## config.mk

```make
export PLATFORM = sky130hd
export DESIGN_NAME = riff_wave_chunk_parser_unit
export DESIGN_NICKNAME = d
export VERILOG_FILES = /design/src/rtl/core/rwcp_pkg.sv /design/src/rtl/core/rwcp_parser.sv /design/src/rtl/core/rwcp_outq.sv /design/src/rtl/core/riff_wave_chunk_parser_unit.sv
export SDC_FILE = /design/constraint.sdc
export NUM_CORES = 1
export LEC_CHECK = 0
export BUFFER_PORTS_ARGS = -buffer_cell sky130_fd_sc_hd__buf_2
export CORE_ASPECT_RATIO = 0.7
export CORE_MARGIN = 2
export CORE_UTILIZATION = 30
export DETAILED_ROUTE_END_ITERATION = 8
export PLACE_DENSITY = 0.52
export SYNTH_ARGS = -nofsm -noshare
export SYNTH_HDL_FRONTEND = slang
export SYNTH_SLANG_ARGS = --single-unit
```

## constraint.sdc

```tcl
create_clock -name clk -period 15.8 [get_ports clk]
set_clock_uncertainty 0.05 [all_clocks]
set_input_delay 0.79 -clock clk [delete_from_list [all_inputs] [get_ports clk]]
set_output_delay 0.79 -clock clk [all_outputs]
set_load 0.02 [all_outputs]
```

## src/rtl/core/rwcp_pkg.sv

```systemverilog
// ---------------------------------------------------------------------------
// RIFF/WAVE chunk parser package
// Shared types, tags and status codes of the byte-serial WAV parser.
// ---------------------------------------------------------------------------
package rwcp_pkg;

  localparam logic [31:0] TAG_WAVE = 32'h5741_5645;
  localparam logic [31:0] TAG_FMT  = 32'h666D_7420;
  localparam logic [31:0] TAG_DATA = 32'h6461_7461;
  localparam logic [5:0]  FMT_KEEP = 6'd40;
  localparam logic [3:0]  HDR_LEN  = 4'd12;
  localparam int          QDEPTH   = 2;

  typedef enum logic [2:0] {
    PH_HEADER = 3'd0,
    PH_CHUNK  = 3'd1,
    PH_FMT    = 3'd2,
    PH_DATA   = 3'd3,
    PH_SKIP   = 3'd4,
    PH_PAD    = 3'd5,
    PH_DONE   = 3'd6
  } phase_t;

  typedef enum logic [2:0] {
    ST_OK        = 3'd0,
    ST_BAD_HDR   = 3'd1,
    ST_NO_DATA   = 3'd2,
    ST_TRUNC     = 3'd3,
    ST_UNSUP_FMT = 3'd4
  } status_t;

  typedef enum logic {
    KIND_SAMPLE = 1'b0,
    KIND_REPORT = 1'b1
  } kind_t;

  typedef struct packed {
    logic        has_smp;
    logic [7:0]  smp_byte;
    logic        has_rpt;
    status_t     status;
    logic [1:0]  fmt_code;
    logic [31:0] rate;
    logic [31:0] dlen;
  } entry_t;

endpackage

```

## src/rtl/core/rwcp_parser.sv

```systemverilog
// ---------------------------------------------------------------------------
// RIFF/WAVE chunk parser: parsing stage
// Walks the header and chunks one byte per request and forms one queue
// entry holding the sample result, the final report, or both.
// ---------------------------------------------------------------------------
module rwcp_parser import rwcp_pkg::*; (
  input  logic       clk,
  input  logic       rst_n,
  input  logic       acc,
  input  logic [7:0] in_byte,
  input  logic       in_last,
  output logic       push,
  output entry_t     entry
);

  phase_t      phase_r, phase_nxt;
  logic [31:0] cnt_r, cnt_nxt;
  logic [31:0] tag_r, tag_nxt;
  logic [31:0] size_r, size_nxt;
  logic [15:0] ftag_r, ftag_nxt;
  logic [15:0] ch_r, ch_nxt;
  logic [31:0] rate_r, rate_nxt;
  logic [15:0] bits_r, bits_nxt;
  logic [31:0] dsize_r, dsize_nxt;
  logic        seen_r, seen_nxt;
  logic        bad_r, bad_nxt;
  logic [15:0] sh_fmt_r, sh_fmt_nxt;
  logic [15:0] sh_ch_r, sh_ch_nxt;
  logic [31:0] sh_rate_r, sh_rate_nxt;
  logic [15:0] sh_bits_r, sh_bits_nxt;

  logic [31:0] cnt_inc;
  logic [5:0]  keep;
  logic        ok_fmt;

  assign cnt_inc = cnt_r + 32'd1;
  assign keep    = (size_r < {26'd0, FMT_KEEP}) ? size_r[5:0] : FMT_KEEP;

  always_comb begin
    phase_nxt   = phase_r;
    cnt_nxt     = cnt_r;
    tag_nxt     = tag_r;
    size_nxt    = size_r;
    ftag_nxt    = ftag_r;
    ch_nxt      = ch_r;
    rate_nxt    = rate_r;
    bits_nxt    = bits_r;
    dsize_nxt   = dsize_r;
    seen_nxt    = seen_r;
    bad_nxt     = bad_r;
    sh_fmt_nxt  = sh_fmt_r;
    sh_ch_nxt   = sh_ch_r;
    sh_rate_nxt = sh_rate_r;
    sh_bits_nxt = sh_bits_r;
    entry       = '0;
    ok_fmt      = 1'b0;

    unique case (phase_r)
      PH_HEADER: begin
        if (cnt_r >= 32'd8) begin
          tag_nxt = {tag_r[23:0], in_byte};
        end
        cnt_nxt = cnt_inc;
        if (cnt_inc == {28'd0, HDR_LEN}) begin
          cnt_nxt = '0;
          if (tag_nxt == TAG_WAVE) begin
            phase_nxt = PH_CHUNK;
          end else begin
            bad_nxt   = 1'b1;
            phase_nxt = PH_DONE;
          end
        end
      end
      PH_CHUNK: begin
        if (cnt_r < 32'd4) begin
          tag_nxt = {tag_r[23:0], in_byte};
          if (cnt_r == 32'd0) begin
            size_nxt = '0;
          end
        end else begin
          size_nxt[8*cnt_r[1:0] +: 8] = in_byte;
        end
        cnt_nxt = cnt_inc;
        if (cnt_inc >= 32'd8) begin
          cnt_nxt = '0;
          if (tag_nxt == TAG_FMT) begin
            sh_fmt_nxt  = '0;
            sh_ch_nxt   = '0;
            sh_rate_nxt = '0;
            sh_bits_nxt = '0;
            phase_nxt   = PH_FMT;
          end else if (tag_nxt == TAG_DATA) begin
            dsize_nxt = size_nxt;
            seen_nxt  = 1'b1;
            phase_nxt = PH_DATA;
          end else begin
            phase_nxt = PH_SKIP;
          end
          if (size_nxt == 32'd0) begin
            phase_nxt = PH_CHUNK;
          end
        end
      end
      PH_FMT: begin
        if (cnt_r < 32'd2) begin
          sh_fmt_nxt[8*cnt_r[0] +: 8] = in_byte;
        end else if (cnt_r < 32'd4) begin
          sh_ch_nxt[8*cnt_r[0] +: 8] = in_byte;
        end else if (cnt_r < 32'd8) begin
          sh_rate_nxt[8*cnt_r[1:0] +: 8] = in_byte;
        end else if (cnt_r == 32'd14 || cnt_r == 32'd15) begin
          sh_bits_nxt[8*cnt_r[0] +: 8] = in_byte;
        end
        cnt_nxt = cnt_inc;
        if (cnt_inc == {26'd0, keep}) begin
          if (keep >= 6'd2) begin
            ftag_nxt = sh_fmt_nxt;
          end
          if (keep >= 6'd4) begin
            ch_nxt = sh_ch_nxt;
          end
          if (keep >= 6'd8) begin
            rate_nxt = sh_rate_nxt;
          end
          if (keep >= 6'd16) begin
            bits_nxt = sh_bits_nxt;
          end
        end
        if (cnt_inc == size_r) begin
          phase_nxt = size_r[0] ? PH_PAD : PH_CHUNK;
          cnt_nxt   = '0;
        end
      end
      PH_DATA: begin
        entry.has_smp  = 1'b1;
        entry.smp_byte = in_byte;
        cnt_nxt        = cnt_inc;
        if (cnt_inc == size_r) begin
          phase_nxt = size_r[0] ? PH_PAD : PH_CHUNK;
          cnt_nxt   = '0;
        end
      end
      PH_SKIP: begin
        cnt_nxt = cnt_inc;
        if (cnt_inc == size_r) begin
          phase_nxt = size_r[0] ? PH_PAD : PH_CHUNK;
          cnt_nxt   = '0;
        end
      end
      PH_PAD: begin
        phase_nxt = PH_CHUNK;
        cnt_nxt   = '0;
      end
      default: begin
      end
    endcase

    if (in_last) begin
      entry.has_rpt = 1'b1;
      entry.rate    = rate_nxt;
      entry.dlen    = dsize_nxt;
      ok_fmt = (ftag_nxt == 16'd1) &&
               (ch_nxt == 16'd1 || ch_nxt == 16'd2) &&
               (bits_nxt == 16'd8 || bits_nxt == 16'd16);
      priority if (phase_nxt == PH_HEADER || bad_nxt) begin
        entry.status = ST_BAD_HDR;
      end else if (phase_nxt == PH_DATA) begin
        entry.status = ST_TRUNC;
      end else if (!seen_nxt) begin
        entry.status = ST_NO_DATA;
      end else if (!ok_fmt) begin
        entry.status = ST_UNSUP_FMT;
      end else begin
        entry.status   = ST_OK;
        entry.fmt_code = {ch_nxt == 16'd2, bits_nxt == 16'd16};
      end
      phase_nxt   = PH_HEADER;
      cnt_nxt     = '0;
      tag_nxt     = '0;
      size_nxt    = '0;
      ftag_nxt    = '0;
      ch_nxt      = '0;
      rate_nxt    = '0;
      bits_nxt    = '0;
      dsize_nxt   = '0;
      seen_nxt    = 1'b0;
      bad_nxt     = 1'b0;
      sh_fmt_nxt  = '0;
      sh_ch_nxt   = '0;
      sh_rate_nxt = '0;
      sh_bits_nxt = '0;
    end
  end

  assign push = acc && (entry.has_smp || entry.has_rpt);

  always_ff @(posedge clk) begin
    if (!rst_n) begin
      phase_r   <= PH_HEADER;
      cnt_r     <= '0;
      tag_r     <= '0;
      size_r    <= '0;
      ftag_r    <= '0;
      ch_r      <= '0;
      rate_r    <= '0;
      bits_r    <= '0;
      dsize_r   <= '0;
      seen_r    <= 1'b0;
      bad_r     <= 1'b0;
      sh_fmt_r  <= '0;
      sh_ch_r   <= '0;
      sh_rate_r <= '0;
      sh_bits_r <= '0;
    end else if (acc) begin
      phase_r   <= phase_nxt;
      cnt_r     <= cnt_nxt;
      tag_r     <= tag_nxt;
      size_r    <= size_nxt;
      ftag_r    <= ftag_nxt;
      ch_r      <= ch_nxt;
      rate_r    <= rate_nxt;
      bits_r    <= bits_nxt;
      dsize_r   <= dsize_nxt;
      seen_r    <= seen_nxt;
      bad_r     <= bad_nxt;
      sh_fmt_r  <= sh_fmt_nxt;
      sh_ch_r   <= sh_ch_nxt;
      sh_rate_r <= sh_rate_nxt;
      sh_bits_r <= sh_bits_nxt;
    end
  end

endmodule

```

## src/rtl/core/rwcp_outq.sv

```systemverilog
// ---------------------------------------------------------------------------
// RIFF/WAVE chunk parser: result queue
// Two-entry queue of parser entries; each entry leaves on the result channel
// as its sample result, its report, or the sample and then the report.
// ---------------------------------------------------------------------------
module rwcp_outq import rwcp_pkg::*; (
  input  logic        clk,
  input  logic        rst_n,
  input  logic        push,
  input  entry_t      entry,
  output logic        room,
  output logic        out_tvalid,
  input  logic        out_tready,
  output logic [79:0] out_tdata,
  output logic        out_tuser,
  output logic        out_tlast
);

  localparam int CW = $clog2(QDEPTH + 1);
  localparam int PW = $clog2(QDEPTH);

  entry_t          q_r [QDEPTH];
  logic [PW-1:0]   wr_ptr_r;
  logic [PW-1:0]   rd_ptr_r;
  logic [CW-1:0]   count_r;
  logic            smp_done_r;
  entry_t          head;
  logic            send_smp;
  logic            fire;
  logic            pop;

  assign head       = q_r[rd_ptr_r];
  assign room       = (count_r < CW'(QDEPTH));
  assign out_tvalid = (count_r != '0);
  assign send_smp   = head.has_smp && !smp_done_r;
  assign fire       = out_tvalid && out_tready;
  assign pop        = fire && (!send_smp || !head.has_rpt);

  assign out_tuser = send_smp ? KIND_SAMPLE : KIND_REPORT;
  assign out_tlast = !send_smp;
  assign out_tdata = send_smp ? {72'd0, head.smp_byte}
                              : {3'd0, head.dlen, head.rate, head.fmt_code,
                                 head.status, 8'd0};

  always_ff @(posedge clk) begin
    if (push) begin
      q_r[wr_ptr_r] <= entry;
    end
  end

  always_ff @(posedge clk) begin
    if (!rst_n) begin
      wr_ptr_r   <= '0;
      rd_ptr_r   <= '0;
      count_r    <= '0;
      smp_done_r <= 1'b0;
    end else begin
      if (push) begin
        wr_ptr_r <= (wr_ptr_r == PW'(QDEPTH - 1)) ? '0 : wr_ptr_r + PW'(1);
      end
      if (pop) begin
        rd_ptr_r <= (rd_ptr_r == PW'(QDEPTH - 1)) ? '0 : rd_ptr_r + PW'(1);
      end
      if (push && !pop) begin
        count_r <= count_r + CW'(1);
      end else if (pop && !push) begin
        count_r <= count_r - CW'(1);
      end
      if (pop) begin
        smp_done_r <= 1'b0;
      end else if (fire && send_smp) begin
        smp_done_r <= 1'b1;
      end
    end
  end

  a_count_bound: assert property (@(posedge clk) disable iff (!rst_n)
    count_r <= CW'(QDEPTH))
    else $error("result queue count beyond depth");

  a_no_overflow: assert property (@(posedge clk) disable iff (!rst_n)
    push |-> room)
    else $error("entry written into a full result queue");

  a_split_entry: assert property (@(posedge clk) disable iff (!rst_n)
    smp_done_r |-> (out_tvalid && head.has_smp && head.has_rpt))
    else $error("half-sent entry without a pending report");

endmodule

```

## src/rtl/core/riff_wave_chunk_parser_unit.sv

```systemverilog
// ---------------------------------------------------------------------------
// RIFF/WAVE chunk parser
// Byte-serial WAV parser that passes data-chunk bytes out as samples and
// gives a final report on the last byte of the file.
// ---------------------------------------------------------------------------
// The block takes one file byte per cycle while the queue has room and
// holds no clearing pass after reset. A byte is parsed in the cycle it is
// accepted and its results go into a two-entry queue that decouples the
// two sides. The last byte of a file that falls inside a data chunk gives
// two results, a sample and then the report, which leave one after the
// other; every other byte gives at most one. The input pauses only while
// both queue entries are waiting.
module riff_wave_chunk_parser_unit import rwcp_pkg::*; (
  input  logic        clk,
  input  logic        rst_n,
  input  logic        in_tvalid,
  output logic        in_tready,
  input  logic [7:0]  in_tdata,   // in_byte [7:0]
  input  logic        in_tlast,
  output logic        out_tvalid,
  input  logic        out_tready,
  output logic [79:0] out_tdata,  // sample_byte [7:0], status [10:8],
                                  // format_code [12:11], sample_rate [44:13],
                                  // data_length [76:45], zero [79:77]
  output logic        out_tuser,  // out_kind [0]
  output logic        out_tlast
);

  logic   acc;
  logic   push;
  logic   room;
  entry_t entry;

  assign in_tready = room;
  assign acc       = in_tvalid && in_tready;

  rwcp_parser u_parser (
    .clk     (clk),
    .rst_n   (rst_n),
    .acc     (acc),
    .in_byte (in_tdata),
    .in_last (in_tlast),
    .push    (push),
    .entry   (entry)
  );

  rwcp_outq u_outq (
    .clk        (clk),
    .rst_n      (rst_n),
    .push       (push),
    .entry      (entry),
    .room       (room),
    .out_tvalid (out_tvalid),
    .out_tready (out_tready),
    .out_tdata  (out_tdata),
    .out_tuser  (out_tuser),
    .out_tlast  (out_tlast)
  );

endmodule

```

# Word level (Yosys, flattened, before mapping)
# Memories as Yosys holds them, arrays and structs flattened. A register that Yosys moved wholly into a read port is not among the register bits.
# Cells that the tools add are included.
[op_classes]
bitwise_logic = 1
reduce_logical = 37
shifts = 4
add_sub_neg = 7
n_mux = 104
eq_ne = 21
magnitude_cmp = 11
[op_table]
columns = ["cell", "count"]
rows = [
  ["$mux W32", 29],
  ["$mux W16", 24],
  ["$pmux W32 S2", 2],
  ["$pmux W32 S4", 1],
  ["$eq A32 B31 Y1 const B", 3],
  ["$eq A32 B4 Y1 const B", 3],
  ["$pmux W16 S2", 3],
  ["$mux W77", 1],
  ["$mux W70", 1],
  ["$bwmux W32", 2],
  ["$ge A32 B4 Y1 const B", 2],
  ["$logic_not A32 Y1", 2],
  ["$bwmux W16", 3],
  ["$mux W3", 13],
  ["$neg A4 Y34", 1],
  ["$neg A5 Y34", 1],
  ["$shift A8 B34 Y16 const A", 1],
  ["$shift A8 B34 Y32 const A", 1],
  ["$shiftx A8 B34 Y16", 1],
  ["$shiftx A8 B34 Y32", 1],
  ["$add A32 B1 Y32 const B", 1],
  ["$eq A16 B1 Y1 const B", 2],
  ["$eq A32 B32 Y1", 1],
  ["$eq A32 B6 Y1", 1],
  ["36 further kinds", 85],
]
[totals]
n_memories = 1
ramBits = 158
regBits = 298
inputBits = 13
[memory_table]
columns = ["name", "words", "width", "rd", "rd_clocked_by_memory_dff", "write_ports", "line_no", "text"]
rows = [
  ["u_outq.q_r", 2, 79, 1, 1, 1, "rwcp_outq.sv:22", "entry_t q_r [QDEPTH];"],
]

# Longest topological paths before layout
# Gate-level depths: netlist of the first run.
[depth]
ltp_word = 24
depth_mapped = 16
ltp_nobuf = 12

# Hierarchy
# A second synthesis of the first run with hierarchy kept.
[unflattened]
cells_unflattened = 2582
area_unflattened_um2 = 23776.6
[by_module_without_submodules]
columns = ["module", "seq_area_each_um2", "area_each_um2", "n_inst", "cells_each"]
rows = [
  ["rwcp_parser", 5865.6, 17548.1, 1, 2213],
  ["rwcp_outq", 4864.7, 6222.2, 1, 368],
  ["riff_wave_chunk_parser_unit", 0.0, 6.3, 1, 1],
]

# Worst setup path before layout of the first run
# No wires, ideal clock.
[synth_path]
path_kind = "in2reg"
startpoint = "input in_tvalid"
endpoint = "memory u_outq.q_r[0][0] in the netlist's numbering (enable)"
cell_stages = 4
path_buffers = 1
setup_ns = 0.519
setup_slack_ns = 10.381
t_required_ns = 15.231
arrival_time_ns = 4.851
cell_sequence = "nor2b_1 clkbuf_1 o21ai_0 nor2_1"
[synth_between]
elab_chain_cells = 4
[synth_lines]
columns = ["item", "line_no", "text"]
rows = [
  ["from (decl)", "riff_wave_chunk_parser_unit.sv:16", "input logic in_tvalid,"],
  ["$logic_and A1 B1 Y1", "riff_wave_chunk_parser_unit.sv:35", "assign acc = in_tvalid && in_tready;"],
  ["$logic_and A1 B1 Y1", "rwcp_parser.sv:195", "assign push = acc && (entry.has_smp || entry.has_rpt);"],
  ["$mux W1", "rwcp_outq.sv:46", "if (push) begin"],
  ["$mux W1 (not written as such)", "rwcp_outq.sv:47", "q_r[wr_ptr_r] <= entry;"],
  ["to (decl)", "rwcp_outq.sv:22", ""],
]
# Every way passes these cells.

==> metrics.yaml, run 1 <==
grt_pass1_vias: 18407
drt-initial-drc-count: 2086
vias: 19824
synth.distinct_cells: 91
antenna_found_initial: 3
maxSlewViolCount: 0
core_mm2: 0.07721
dr_wl_met3_um: 5892
firstDrtPassIters: 6
synth_area_leader_cell: "dfxtp_1"
synth-edff-count: 158
clockRootBuffer: "clkbuf_16"
hold_viol: 0
fp.dieW_um: 338.6
async_flop_share_pct: 0
cap_viol_max_count: 0
slew_headroom_pct: 12.11
wl_met1_um: 38200
final_util_pct: 34.10
cts.path.max_buffers: 3
viasPerCell: 5.490
cp_slowest_cell: "dfxtp_1"
numCtsBuffers: 46
cts_setup_buffers: 0
status: "finished, final reports clean"
multi_input_comb_area_mm2: 0.01191
start_util_pct: 30.46
synth_top_area_share_pct: 25.45
ys.flop_type: "dfxtp_1"
power_density_mw_per_mm2: 109.5
synthTopCellsByCount: "nand2_1 (348), dfxtp_1 (299), clkbuf_1 (173)"
grt_max_degree: 165
setup-violations-final: 0
area_growth_pct: 11.95
cp_common_cell: "or4_1"
dieHeight_um: 238.3
fin_nets: 2550
htreeDepth: 2
overflow: 0
clkSlewWorstSetupHoldPaths_ns: 0.06
dpl_cell_area_mm2: 0.02482
vdd_drop_max_uv: 81.56
cp_cell_sequence: "ha_1, and3_1, nand3_1, or4_1, xnor2_1, nor4_1, nand2b_1, nor4b_2, mux2_2, or4_1, a2111oi_2"
syn_area_per_cell_um2: 9.151
syn-cell-area_mm2: 0.02352
cp.arrival_ns: 6.26
end_kind: "flip-flop"
wire_per_inst_um: 20.91
num_antenna_cells: 0
yosys_register_bits: 457
grt_pass1_wl_um: 114800
yosys_warnings: 0
detail-route-antenna-nets: 0
yosysMostFrequentCell: "nand2_1"
core.rowCount: 85
synthCells: 2570
io_buffers: 93
drc: 0
numClockSinks: 457
fin_cells: 3611
cts_resized: 0
slowest_delay_ns: 0.84
leakage_nw: 8.404
final.setup.tns_ns: 0
finalCritPeriodShare_pct: 37.52
highest-signal-layer: "met4"
routed_wl_um: 75500
stdcell_area_mm2: 0.02633
hold_class: "flip-flop to flip-flop"
dp_cells: 3526
cp_max_fo: 17
seqCellArea_mm2: 0.01073
ys_top_cells_by_area: "dfxtp_1 (25%), edfxtp_1 (20%), nand2_1 (5.6%), mux2i_1 (4.9%), a22oi_1 (4.8%)"
num-fill-cells: 7977
drive_above_1_share_pct: 11.02
postCtsHoldBufs: 0
critPathKind: "flip-flop to flip-flop"
crit_path_start_kind: "flip-flop"
gp_congestion: 0.9459
wl_met2_um: 30370
yosysSeqAreaShare_pct: 45.63
worstPathRequired_ns: 16.13
min_period_ns: 5.928
clk_latency_ns: 0.61
tightest_slew_ns: 1.306
rsz0062_at_grt: "false"
grt_usage_pct: 18.03
ios: 97
dp_hpwl_um: 49670
fmax_ghz: 0.1687
die_area_mm2: 0.08068
r2r_slack_ns: 9.87
cts_tree: "built"
-- cells in the final DEF, fill, tap and decap left out, types with 43 or more instances in the layout --
master / count
a22oi_1: 150
nand2_1: 348
o21ai_0: 66
edfxtp_1: 158
nand3_1: 96
mux2i_1: 115
a21boi_0: 82
clkbuf_16: 46
dfxtp_1: 298
buf_2: 92
nor2b_1: 162
a21oi_1: 88
nor3_1: 44
nor2_1: 135
and2_1: 58
nor4_1: 43
-- where the power goes --
group          switching [W]  leakage (nW)  total [W]  internal [W]
clock network       0.000494         0.731    0.00112      0.000622
logic               0.000341          3.76   0.000494      0.000153
registers          0.0000263          3.92    0.00127       0.00125
-- cell families (layout without fill, tap and decap cells) --
logic type / Yosys count / after routing / synth area share, %
simple gates: 1070 / 1070 / 23.61
compound gates: 592 / 592 / 17.85
flops: 457 / 457 / 45.63
buf+inv: 249 / 244 / 4.283
mux: 142 / 142 / 6.187
xor+xnor: 52 / 52 / 2.054
fa+ha+maj: 7 / 7 / 0.3724
other cells: 1 / 3 / 0.01595
-- worst max-delay path, delay by kind of cell (launching register included) --
family / cells / cell delay (ns)
AOI/OAI and AO/OA: 1 / 0.40
xor gates and xnor gates: 1 / 0.15
adders and majority gates: 1 / 0.39
DFF: 1 / 0.84
muxes: 1 / 0.40
and+or+nand+nor: 7 / 3.47
-- worst paths after layout --
path,startpoint,endpoint,cells past startpoint
worst max-delay path,u_parser.cnt_r[0],u_outq.q_r[1][65],11
worst min-delay path,u_parser.sh_fmt_r[15],u_parser.sh_fmt_r[15],2
worst max register to register,u_parser.cnt_r[0],u_outq.q_r[1][65],11
worst min register to register,u_parser.sh_fmt_r[15],u_parser.sh_fmt_r[15],2
-- through the flow --
stage,total power (W),hold WS [ns],setup slack (ns)
finish,0.002883,0.4011,9.872
global route,0.003001,0.4304,9.562
CTS,0.002917,0.4043,9.995
detailed placement,0.001798,0.3951,10.03
global placement,0.001792,0.3859,10.11
floorplan,0.001627,0.3801,10.38
-- metal layers --
| layer | up-vias | GRT usage (%) |
|---|---|---|
| met3 | 82 | 3.816 |
| met1 | 9734 | 28.34 |
| met4 | 0 | 3.219 |
| met2 | 737 | 24.99 |
| li1 | 9271 | - |
| met5 | - | 0 |
-- registers in the layout (all words and copies together) (netlist names), 16 cells and up, named ones only --
signal / cells
u_parser.sh_bits_r: 16
u_outq.q_r: 158
u_parser.sh_ch_r: 16
u_parser.tag_r: 32
u_parser.ftag_r: 16
u_parser.size_r: 32
u_parser.rate_r: 32
u_parser.ch_r: 16
u_parser.dsize_r: 32
u_parser.sh_fmt_r: 16
u_parser.sh_rate_r: 32
u_parser.bits_r: 16
u_parser.cnt_r: 32
-- area by class of cell --
type	count	share of cell area, %
multi-input cells	1866	45.22
flip-flops and latches	457	40.77
clock buffers	68	5.066
well taps	1044	4.961
repair buffers	135	2.989
clock inverters	17	0.6558
inverters	24	0.3422
Note: power is estimated with default switching activity, not from simulation.
==> run 2: changes to the inputs <==
- PLACE_DENSITY: 0.52 -> 0.53
- clock period: 15.8 -> 4.8 ns (I/O delays scaled with it)
==> run 2 against run 1 <==
Effect of this change: die area is the same; via count grew 3.4%; routed wire length grew 6.5%; final cell count grew 2.7%; critical path depth grew 2; global-route usage grew 1.2 points; worst setup slack lost 9.7 ns; power grew to 3.4 times the previous value; sequential cell count is the same; non-clock buffer count grew 96; highest routed layer unchanged.
==> metrics.yaml, run 2 (same netlist as run 1, synthesis figures left out) <==
numCtsBuffers: 47  # +2.2%
htreeDepth: 2  # unchanged
overflow: 0  # unchanged
drive_above_1_share_pct: 14.57  # +3.5 points
crit_path_start_kind: "flip-flop"
r2r_cells: 13  # +2
firstDrtPassIters: 5  # -1
maxSlewViolCount: 0  # unchanged
drt-initial-drc-count: 2118  # +1.5%
finalCritPeriodShare_pct: 96.94  # +59 points
status: "finished, final reports clean"
cap_viol_max_count: 0  # unchanged
timing.rr.end: "u_outq.q_r[1][65]"
dp_hpwl_um: 55320  # +11%
grt_max_degree: 117  # -29%
viasPerCell: 5.528  # +0.69%
clockRootBuffer: "clkbuf_16"
power_density_mw_per_mm2: 356.6  # +230%
leakage_nw: 8.965  # +6.7%
r2r_slack_ns: 0.15  # -9.73 ns
min_period_ns: 4.653  # -1.275 ns
worstPathRequired_ns: 5.14  # -10.99 ns
start_util_pct: 30.46  # unchanged
detail-route-antenna-nets: 0  # unchanged
final_common_cell: "nand2_1"
fp.dieW_um: 338.6  # unchanged
crit_end: "u_outq.q_r[1][65]"
io_buffers: 93  # unchanged
clk_latency_ns: 0.62  # about the same
largest_reg_flops: 158  # unchanged
finalPower_w: 0.009714  # +240%
antenna_found_initial: 0  # -3
cp_max_fo: 9  # -8
startpoint: "u_parser.cnt_r[8]"
grt_usage_pct: 19.21  # +1.2 points
cts.path.max_buffers: 3  # unchanged
area_growth_pct: 15.81
tightest_slew_ns: 1.181  # -0.1258 ns
dpl_cell_area_mm2: 0.02560  # +3.1%
clkSlewWorstSetupHoldPaths_ns: 0.07  # about the same
cts_tree: "built"
numClockSinks: 457  # unchanged
core.rowCount: 85  # unchanged
slew_headroom_pct: 20.77  # +8.7 points
wire_per_inst_um: 21.68  # +3.7%
cts_setup_buffers: 0  # unchanged
ios: 97  # unchanged
core_mm2: 0.07721  # unchanged
num-fill-cells: 7906  # -0.89%
fmax_ghz: 0.2149  # +27%
stdcell_area_mm2: 0.02724  # +3.4%
largest-register: "u_outq.q_r"
setup-violations-final: 0  # unchanged
critPathKind: "flip-flop to flip-flop"
layout_common_cells: "nand2_1 (348), dfxtp_1 (297), nor2b_1 (162)"
r2r_start: "u_parser.cnt_r[8]"
fin_nets: 2647  # +3.8%
hold_class: "input port to flip-flop"
routed_wl_um: 80380  # +6.5%
end_kind: "flip-flop"
dieHeight_um: 238.3  # unchanged
min_path_cells: 3  # +1
die_area_mm2: 0.08068  # unchanged
cp.arrival_ns: 5.00  # -1.26 ns
drc: 0  # unchanged
hold_viol: 0  # unchanged
vias: 20497  # +3.4%
vdd_drop_max_uv: 278.6  # +240%
gp_congestion: 0.9175  # -3.0%
grt_pass1_wl_um: 121300  # +5.7%
grt_pass1_vias: 19256  # +4.6%
==> run 2: worst max-delay path, stage by stage (launching register included) <==
cell and delay (ns):
dfxtp_1 0.41, buf_4 0.22, nor4_2 0.41, nand4_1 0.22
or3_1 0.48, nor3_2 0.18, buf_4 0.21, mux2_2 0.36
nor4_2 0.35, buf_4 0.17, nand3_1 0.11, mux2_2 0.31
or4_1 0.56, a2111oi_2 0.39
==> run 2: worst min path at each step <==
stage / end / slack, ns / start
after floorplan: u_outq.q_r[0][69] / 0.29 / in_tlast
after global placement: u_parser.sh_fmt_r[15] / 0.39 / u_parser.sh_fmt_r[15]
after detailed placement: u_parser.sh_fmt_r[15] / 0.39 / u_parser.sh_fmt_r[15]
after CTS: u_parser.tag_r[2] / 0.06 / in_tdata[2]
after global routing: u_parser.tag_r[2] / 0.08 / in_tdata[2]
final: u_parser.tag_r[2] / 0.08 / in_tdata[2]
==> run 2: what timing repair did <==
item	4_1_cts	5_1_grt
endpoints found under the hold margin	1	0
hold buffers	1	0
gates resized for setup	0	7
endpoints found under the setup margin	0	18
==> run 2: layout make-up <==
| class | instances | area, um2 | area share (%) |
|---|---|---|---|
| antenna | 1 | 2.502 | 0.009188 |
| clock buffer | 57 | 1265 | 4.644 |
| clock inverter | 28 | 326.6 | 1.199 |
| inverter | 24 | 90.09 | 0.3308 |
| multi-input combinational | 1866 | 11930 | 43.78 |
| sequential | 457 | 10740 | 39.42 |
| tap | 1044 | 1306 | 4.796 |
| timing repair buffer | 231 | 1585 | 5.820 |
==> run 2: through the flow <==
step,util (%),setup WS [ns],setup TNS (ns),std cells,hold WS (ns)
after floorplan,-,0.2257,0,2572,0.2889
after global placement,33.16,0.01781,0,3621,0.3930
after detailed placement,33.16,0.05611,0,3621,0.3915
after CTS,35.23,0.02191,0,3707,0.05558
after global routing,35.27,-0.001225,-0.001225,3707,0.07883
final,35.27,0.1469,0,3708,0.08082
==> run 2: where the power goes <==
part           switching, W  internal, W  leakage (nW)  total (W)
clock network       0.00166      0.00217         0.785    0.00383
logic               0.00116     0.000536          4.26    0.00169
registers         0.0000794      0.00411          3.92    0.00418
total               0.00290      0.00681          8.97    0.00971
==> run 2: per-layer routing <==
| metal | track usage [%] | wire length [um] |
|---|---|---|
| met1 | 30.49 | 41570 |
| met2 | 26.43 | 31790 |
| met3 | 3.306 | 5621 |
| met4 | 4.269 | 1408 |
| met5 | 0 | 0 |
